<file path="src/thb_ram.sv">
// Generic simple dual-port RAM with one write port and one registered read port.
// Stands alone; no package dependencies.
module thb_ram #(
    parameter int WIDTH = 8,
    parameter int DEPTH = 64
) (
    input  logic                                        aclk,
    input  logic                                        we,
    input  logic [$clog2((DEPTH > 1) ? DEPTH : 2)-1:0]  waddr,
    input  logic [WIDTH-1:0]                            wdata,
    input  logic                                        re,
    input  logic [$clog2((DEPTH > 1) ? DEPTH : 2)-1:0]  raddr,
    output logic [WIDTH-1:0]                            rdata
);
    logic [WIDTH-1:0] mem [DEPTH];
    logic [WIDTH-1:0] rdata_reg;

    always_ff @(posedge aclk) begin
        if (we) begin
            mem[waddr] <= wdata;
        end
        if (re) begin
            rdata_reg <= mem[raddr];
        end
    end

    assign rdata = rdata_reg;
endmodule

</file>
<file path="config.mk">
export PLATFORM = sky130hd
export DESIGN_NAME = thb_ram
export DESIGN_NICKNAME = d
export VERILOG_FILES = /design/src/thb_ram.sv
export SDC_FILE = /design/constraint.sdc
export NUM_CORES = 1
export LEC_CHECK = 0
export ABC_AREA = 1
export BUFFER_PORTS_ARGS = -buffer_cell sky130_fd_sc_hd__buf_2
export CORE_MARGIN = 1.5
export CORE_UTILIZATION = 45
export CTS_CLUSTER_SIZE = 12
export DETAILED_ROUTE_END_ITERATION = 16
export PLACE_DENSITY = 0.56
export SETUP_SLACK_MARGIN = 0.5
export SLEW_MARGIN = 20
export SYNTH_ARGS = -nofsm -noshare
export SYNTH_HDL_FRONTEND = slang
export SYNTH_SLANG_ARGS = --single-unit
export TNS_END_PERCENT = 10
</file>
<file path="constraint.sdc">
create_clock -name aclk -period 5.8 [get_ports aclk]
set_input_delay 0.29 -clock aclk [delete_from_list [all_inputs] [get_ports aclk]]
set_output_delay 0.29 -clock aclk [all_outputs]
set_load 0.1 [all_outputs]
</file>
==> results.json <==
{
  "status": "finished clean",
  "slew_headroom_pct": 27.2,
  "crit_type": "in -> reg",
  "ios": 31,
  "p_leak_nw": 8.30,
  "fin_crit_ns": 3.16,
  "hp-class": "in -> reg",
  "antenna_cells": 0,
  "synth-seq-cells": 520,
  "cts_buffers": 54,
  "yosys_warnings": 0,
  "hpwl_mm": 29.1,
  "ir_drop_mv": 0.216,
  "drt-total-wl_mm": 53.8,
  "use_met2_pct": 34.1,
  "worstMarginPinSlew_ns": 1.09,
  "max_freq_ghz": 0.316,
  "postPlaceCellArea_um2": 21700,
  "grt.total_usage_pct": 22.0,
  "portBuffers": 30,
  "report.final.hold_viol_count": 0,
  "grtUsageMet3_pct": 3.66,
  "nets": 1825,
  "mappedNetlistArea_um2": 21400,
  "grt_max_degree": 208,
  "synth_compound_gate_area_share_pct": 0,
  "dieArea_um2": 48900,
  "synth-adder-area-share_pct": 0,
  "antenna_found_initial": 5,
  "floorplan.initialDensity_pct": 45.8,
  "grt-ovfl-total": 0,
  "first_iter_violations": 1103,
  "finalMaxSlewViolations": 0,
  "worstPathArrival_ns": 3.63,
  "design.core.area_um2": 46800,
  "synth_cells": 1805,
  "root_buffer": "clkbuf_16",
  "netlist-cell-type-count": 15,
  "grt_pass1_vias": 12900,
  "syn_nets": 1828,
  "synth-xor-area-share_pct": 0,
  "post_cts_resized": 0,
  "synth_top_family_by_area": "simple AND/OR/NAND/NOR gates",
  "ctsHoldBuffers": 0,
  "fin_crit_sh_pct": 54.5,
  "die_x_um": 221,
  "cts_sinks": 520,
  "tritoncts": "yes",
  "timing.critical_path.fanout_max": 104,
  "fin_tns_setup_ns": 0,
  "grt_pass1_wl_mm": 81.0,
  "wl_per_cell_um": 22.0,
  "rows": 79,
  "synth_mux_area_share_pct": 0,
  "power_density_nw_per_um2": 340,
  "largest_register_ffs": 512,
  "use_met1_pct": 31.6,
  "cp.required_ns": 6.27,
  "avgSynthCellArea_um2": 11.9,
  "gp_congestion": 0.820,
  "postLayoutCoreUtil_pct": 49.9,
  "die_h_um": 221,
  "rsz0062_at_grt": "false",
  "final_antenna_net_count": 0,
  "cts_buffer_depth": 3,
  "cts_setup_buffers": 0,
  "drc": 0,
  "startpoint_type": "input port",
  "cap_violations": 0,
  "skew_ns": 0.0164,
  "crit_path_end_kind": "flip-flop",
  "post_drt_via_cell_ratio": 5.51,
  "drive_gt1_share_pct": 6.64,
  "cts.htree.levels": 2,
  "grt-busiest-layer": "met2",
  "synth-simple-area-share_pct": 23.1,
  "final_area_um2": 23300,
  "clk_latency_ns": 0.60,
  "syn2layout_area_growth_pct": 8.97,
  "ys_seq_area_share_pct": 72.9,
  "cts.clk_slew.worst_paths_ns": 0.06,
  "vias": 13500,
  "drtPass1Iterations": 7,
  "setup_violations": 0
}
cell families (layout without fill, tap and decap cells):
family	count (synthesis)	after routing
simple gates	1160	1160
flops	520	520
buf+inv	125	157
critical path, stage by stage:
cell and delay (ns):
clkbuf_8 0.52, buf_4 0.81, buf_4 0.81, nand2_1 0.10, nand3_1 0.12, nand3_1 0.11
nand2_1 0.16, nand2_1 0.07, nand3_1 0.17, nand3_1 0.16, nand2_1 0.09
where the power goes:
group | switching [W] | internal (W) | leakage (nW)
clock network | 0.00139 | 0.00186 | 0.790
logic | 0.000395 | 0.000109 | 2.82
registers | 0.0000115 | 0.00417 | 4.69
cell usage after synthesis, drive strengths merged:
cell type  count  share of area, %
nand4          9              0.26
nor2          56              0.98
edfxtp       520                73
buf           98               3.5
nand2        648                11
clkbuf        15              0.26
nor4           8              0.23
inv           12              0.23
nand3        439                10
layer usage:
layer  up-vias  wire length [µm]
met4         6              1450
met5         -                41
li1       6343                 -
met2       401             24800
met1      6611             24300
met3        96              3160
through the flow:
step	hold WS (ns)	power [W]	instances	setup WS (ns)
after global placement	0.698	0.00476	2353	2.11
after detailed placement	0.699	0.00477	2353	2.08
after CTS	0.0669	0.00799	2444	2.72
final	0.100	0.00794	2444	2.64
after floorplan	0.389	0.00458	1805	3.74
after global routing	0.0702	0.00816	2444	2.43
layout by cell type, fill, tap and decap left out, drive strengths merged:
master / n
buf: 53
bufinv: 2
clkbuf: 73
clkinv: 16
edfxtp: 520
inv: 13
nand2: 648
nand3: 439
nand4: 9
nor2: 56
nor4: 8
path summary, 6_finish.rpt:
| path | startpoint | end | slack [ns] | cells after the start |
|---|---|---|---|---|
| worst max register to register | mem[53][6]$_DFFE_PP_ | rdata[6]$_DFFE_PP_ | 4.25 | 8 |
| worst min-delay path | re | rdata[3]$_DFFE_PP_ | 0.10 | 1 |
| worst max-delay path | raddr[0] | rdata[6]$_DFFE_PP_ | 2.64 | 11 |
| worst min register to register | mem[0][4]$_DFFE_PP_ | rdata[4]$_DFFE_PP_ | 0.87 | 8 |
final cells by class:
class	count	area, µm²
Clock buffer	72	1480
Clock inverter	19	135
Fill cell	4147	23400
Inverter	12	60.1
Multi-Input combinational cell	1160	4950
Sequential cell	520	15600
Tap cell	607	759
Timing Repair Buffer	54	342
Power figures use the tool's default switching activity.
