--- config.mk ---
export PLATFORM = sky130hd
export DESIGN_NAME = thb_cordic
export DESIGN_NICKNAME = d
export VERILOG_FILES = /design/src/thb_pkg.sv /design/src/thb_cordic.sv
export SDC_FILE = /design/constraint.sdc
export NUM_CORES = 1
export LEC_CHECK = 0
export BUFFER_PORTS_ARGS = -buffer_cell sky130_fd_sc_hd__buf_2
export CAP_MARGIN = 0
export CELL_PAD_IN_SITES_DETAIL_PLACEMENT = 0
export CELL_PAD_IN_SITES_GLOBAL_PLACEMENT = 1
export CORE_MARGIN = 2
export CORE_UTILIZATION = 35
export CTS_CLUSTER_SIZE = 16
export DETAILED_ROUTE_END_ITERATION = 7
export PLACE_DENSITY = 0.74
export SLEW_MARGIN = 20
export SYNTH_ARGS = -nofsm -noshare
export SYNTH_HDL_FRONTEND = slang
export SYNTH_SLANG_ARGS = --single-unit
--- constraint.sdc ---
create_clock -name aclk -period 6.15 [get_ports aclk]
set_clock_uncertainty 0.05 [all_clocks]
set_input_delay 0.3075 -clock aclk [delete_from_list [all_inputs] [get_ports aclk]]
set_output_delay 0.3075 -clock aclk [all_outputs]
set_load 0.05 [all_outputs]
--- src/thb_pkg.sv ---
// Shared types, constants and tables for the track heading block.
// Used by the CORDIC unit and the top level; depends on nothing.
package thb_pkg;

    localparam int TEAM_W      = 6;
    localparam int ANGLE_W     = 32;
    localparam int HEAD_W      = 16;
    localparam int SRC_W       = 2;
    localparam int XY_W        = 36;
    localparam int Z_W         = 34;
    localparam int TEAMS_DEF   = 64;
    localparam int ITER_DEF    = 16;

    localparam logic signed [XY_W-1:0] CORDIC_GAIN = XY_W'(652032874);

    localparam logic [SRC_W-1:0] SRC_REPORTED = 2'd0;
    localparam logic [SRC_W-1:0] SRC_BEARING  = 2'd1;
    localparam logic [SRC_W-1:0] SRC_NEW_TEAM = 2'd2;

    localparam logic [31:0] ATAN_TABLE [32] = '{
        32'd536870912, 32'd316933406, 32'd167458907, 32'd85004756,
        32'd42667331,  32'd21354465,  32'd10679838,  32'd5340245,
        32'd2670163,   32'd1335087,   32'd667544,    32'd333772,
        32'd166886,    32'd83443,     32'd41722,     32'd20861,
        32'd10430,     32'd5215,      32'd2608,      32'd1304,
        32'd652,       32'd326,       32'd163,       32'd81,
        32'd41,        32'd20,        32'd10,        32'd5,
        32'd3,         32'd1,         32'd1,         32'd0
    };

    typedef struct packed {
        logic start;
        logic vector;
    } cu_cmd_t;

    typedef struct packed {
        logic busy;
        logic done;
    } cu_stat_t;

endpackage

--- src/thb_cordic.sv ---
// Iterative CORDIC unit shared by rotation (sine, cosine) and vectoring (atan2).
// One micro-rotation per cycle; uses thb_pkg for widths, commands and the arctangent table.
module thb_cordic #(
    parameter int ITERATIONS = thb_pkg::ITER_DEF
) (
    input  logic                             aclk,
    input  logic                             aresetn,
    input  thb_pkg::cu_cmd_t                 cmd,
    input  logic signed [thb_pkg::XY_W-1:0]  x_in,
    input  logic signed [thb_pkg::XY_W-1:0]  y_in,
    input  logic signed [thb_pkg::Z_W-1:0]   z_in,
    output thb_pkg::cu_stat_t                stat,
    output logic signed [thb_pkg::XY_W-1:0]  x_out,
    output logic signed [thb_pkg::XY_W-1:0]  y_out,
    output logic signed [thb_pkg::Z_W-1:0]   z_out
);
    localparam int CW = $clog2(ITERATIONS);

    logic signed [thb_pkg::XY_W-1:0] x_reg, x_next, y_reg, y_next;
    logic signed [thb_pkg::Z_W-1:0]  z_reg, z_next;
    logic [CW-1:0]                   i_reg, i_next;
    logic                            busy_reg, busy_next, done_reg, done_next;
    logic                            vector_reg, vector_next;
    logic signed [thb_pkg::XY_W-1:0] dx, dy;
    logic signed [thb_pkg::Z_W-1:0]  da;
    logic                            ccw;

    always_comb begin
        dx  = y_reg >>> i_reg;
        dy  = x_reg >>> i_reg;
        da  = thb_pkg::Z_W'(thb_pkg::ATAN_TABLE[5'(i_reg)]);
        ccw = vector_reg ? y_reg[thb_pkg::XY_W-1] : !z_reg[thb_pkg::Z_W-1];
        x_next      = x_reg;
        y_next      = y_reg;
        z_next      = z_reg;
        i_next      = i_reg;
        busy_next   = busy_reg;
        done_next   = 1'b0;
        vector_next = vector_reg;
        if (cmd.start) begin
            x_next      = x_in;
            y_next      = y_in;
            z_next      = z_in;
            i_next      = '0;
            busy_next   = 1'b1;
            vector_next = cmd.vector;
        end else if (busy_reg) begin
            if (ccw) begin
                x_next = x_reg - dx;
                y_next = y_reg + dy;
                z_next = z_reg - da;
            end else begin
                x_next = x_reg + dx;
                y_next = y_reg - dy;
                z_next = z_reg + da;
            end
            i_next = i_reg + CW'(1);
            if (i_reg == CW'(ITERATIONS - 1)) begin
                busy_next = 1'b0;
                done_next = 1'b1;
            end
        end
    end

    always_ff @(posedge aclk) begin
        if (!aresetn) begin
            busy_reg <= 1'b0;
            done_reg <= 1'b0;
        end else begin
            busy_reg <= busy_next;
            done_reg <= done_next;
        end
        x_reg      <= x_next;
        y_reg      <= y_next;
        z_reg      <= z_next;
        i_reg      <= i_next;
        vector_reg <= vector_next;
    end

    assign stat.busy = busy_reg;
    assign stat.done = done_reg;
    assign x_out     = x_reg;
    assign y_out     = y_reg;
    assign z_out     = z_reg;
endmodule

==> impl_metrics.json <==
{
  "synthesis.area_um2": 15900,
  "synth_top_cell_area_share": 0.202,
  "firstDrtPassIters": 7,
  "synth_area_per_cell_um2": 8.42,
  "antenna_found_initial": 0,
  "top_usage_layer": "met2",
  "synthFlopType": "edfxtp_1",
  "cp_top_family": "simple AND/OR/NAND/NOR gates",
  "use_met3": 0.0586,
  "synthAdderAreaFrac": 0.0942,
  "grt_pass1_wl_um": 90400,
  "path_clk_slew_ns": 0.07,
  "holdPathEnd": "y_out[33]",
  "r2r_slack_ns": 0.36,
  "ys_ff_latch": 113,
  "grt_setup_unrepaired": "no",
  "area_delta_synth_final_pct": 17.8,
  "grt_start_max_net_pins": 93,
  "synth_xor_area_frac": 0.0975,
  "setup-tns-final_ns": 0,
  "synth_compound_area_frac": 0.237,
  "via_per_inst": 5.80,
  "synthSimpleGateAreaFrac": 0.161,
  "overflow": 0,
  "ctsHtreeMaxLevel": 4,
  "rows": 78,
  "layout_min_cycle_time_ns": 5.79,
  "cts_made_buffers": 17,
  "async_flop_share": 0,
  "hold_start": "y_in[33]",
  "hold_depth": 3,
  "initial_core_util": 0.353,
  "setup_viol": 0,
  "avgRoutedWirePerCell_um": 21.8,
  "synth_cell_types": 83,
  "die_h_um": 217,
  "synth_top_family_by_area": "compound AO/OA/AOI/OAI gates",
  "die_w_um": 217,
  "cp-end-kind": "flip-flop",
  "final_antenna_net_count": 0,
  "reg2reg_from": "i_reg[1]",
  "yosys-top-cells-area": "edfxtp_1 (20%), ha_1 (9.0%), mux4_2 (8.5%), nand2_1 (5.8%), xnor2_1 (5.7%)",
  "grt_pass1_vias": 15444,
  "fmax_mhz": 173,
  "start_kind": "flip-flop",
  "cts.sinks": 113,
  "max_cap_viol_count": 0,
  "first_iter_violations": 1293,
  "path_buf_inv": 1,
  "clockBufferDepth": 2,
  "synth_common_cells": "nand2_1 (247), o21ai_0 (175), a21oi_1 (155), nor2_1 (125), ha_1 (115)",
  "vias": 15846,
  "status": "finished, final reports clean",
  "synth_top_cell_by_area": "edfxtp_1",
  "hp-class": "primary input to flip-flop",
  "nets": 2348,
  "gp_congestion": 1.02,
  "hpwl_um": 47000,
  "cts_tree": "done",
  "yosysWarnings": 0,
  "r2r_cells": 19,
  "grt_util_met2": 0.407,
  "grtUsageTotal": 0.251,
  "timing.rr.end": "x_out[35]",
  "coreArea_um2": 45100,
  "syn-instance-count": 1889,
  "crit_required_ns": 6.35,
  "use_met1": 0.319,
  "yosysMostFrequentCell": "nand2_1",
  "synthMuxAreaShare": 0.158,
  "clock_latency_ns": 0.51,
  "ys_seq_area_frac": 0.210,
  "drc": 0,
  "crit_path_top_delay_cell": "mux4_1",
  "finalCritPeriodShare": 0.942,
  "cp_max_fo": 9,
  "die-area_um2": 47200,
  "cpPeakStageDelay_ns": 0.67,
  "final_layout_size_suffix_gt1_frac": 0.223,
  "hold_violations": 0,
  "path_cells": "buf_12 > mux4_1 > mux4_2 > nor2_1 > and3_1 > nand3_1 > or4b_4 > o21ai_0 > xnor2_1 > ha_1 > nand4_1 > nor2_1 > and4_1 > a32oi_2 > o21ai_0 > o41a_1 > a211o_1 > xnor2_1 > mux2_2",
  "synth_fp_nets": 2117,
  "synth_edf_count": 107,
  "ios": 218,
  "max_slew_margin": 0.448,
  "io_buffers": 217,
  "wirelength_um": 59600,
  "worstPathArrival_ns": 5.99,
  "critical_path_class": "flip-flop to flip-flop",
  "slew_viol_final": 0,
  "root_buffer": "clkbuf_16",
  "tightest_slew_ns": 0.828
}
## worst register-to-register path, stage by stage, from the launching register on
cell,delay [ns]
dfxtp_4,0.40
buf_12,0.15
mux4_1,0.68
mux4_2,0.55
nor2_1,0.15
and3_1,0.19
nand3_1,0.18
or4b_4,0.61
o21ai_0,0.22
xnor2_1,0.17
ha_1,0.28
nand4_1,0.10
nor2_1,0.09
and4_1,0.21
a32oi_2,0.27
o21ai_0,0.21
o41a_1,0.37
a211o_1,0.28
xnor2_1,0.12
mux2_2,0.26
## metal layers
| metal | share of wire | vias up |
|---|---|---|
| li1 | - | 7549 |
| met2 | 0.46 | 673 |
| met5 | 0 | - |
| met4 | 0.041 | 0 |
| met1 | 0.42 | 7499 |
| met3 | 0.077 | 125 |
## layout make-up
| type | instances | area [µm²] |
|---|---|---|
| diodes | 1 | 2.50 |
| clock buffers | 21 | 460 |
| clock inverters | 11 | 88.8 |
| fillers | 4643 | 26400 |
| inverters | 55 | 206 |
| multi-input cells | 1617 | 11900 |
| flip-flops and latches | 113 | 3350 |
| well taps | 600 | 751 |
| repair buffers | 316 | 1960 |
## placed cells by master (no fill, tap or decap), types with 73 or more instances in the layout
cell,count
nor2_1,125
xnor2_1,104
o21ai_0,175
edfxtp_1,107
buf_4,87
xor2_1,73
nand2_1,247
ha_1,115
buf_2,216
a21oi_1,155
## repair_timing
item | in CTS | in global routing
endpoints found under the setup margin | 0 | 24
hold endpoints to repair | 4 | 0
gates resized for setup | 0 | 4
buffers inserted | 0 | 8
hold buffers | 3 | 0
## per-stage QoR
stage | cells | worst slack, ns | area, µm² | util | hold WS [ns]
floorplan | 1889 | 0.0824 | 15900 | - | 0.356
global placement | 2690 | 0.0125 | 18000 | 0.400 | 0.438
detailed placement | 2690 | 0.0401 | 18000 | 0.400 | 0.439
CTS | 2725 | 0.00365 | 18600 | 0.413 | 0.000802
global route | 2733 | 0.0219 | 18700 | 0.415 | 0.0294
finish | 2734 | 0.357 | 18700 | 0.415 | 0.0278
## worst max path at each step
| stage | slack, ns | endpoint | cells past startpoint | startpoint |
|---|---|---|---|---|
| finish | 0.36 | x_out[35] | 19 | i_reg[1] |
| detailed placement | 0.04 | y_out[32] | 21 | i_reg[1] |
| global placement | 0.01 | y_out[32] | 20 | i_reg[1] |
| CTS | 0.004 | y_out[32] | 21 | i_reg[1] |
| floorplan | 0.08 | z_out[27] | 26 | i_reg[0] |
| global route | 0.02 | y_out[32] | 25 | i_reg[1] |
## cells by family after synthesis
group	after synthesis
flops	113
compound gates	605
simple gates	557
buf+inv	159
fa+ha+maj	118
mux	160
xor+xnor	177
Power is left out: the tool's default activity adds up to more than one toggle a clock period on the data nets, which glitch-free logic cannot reach.
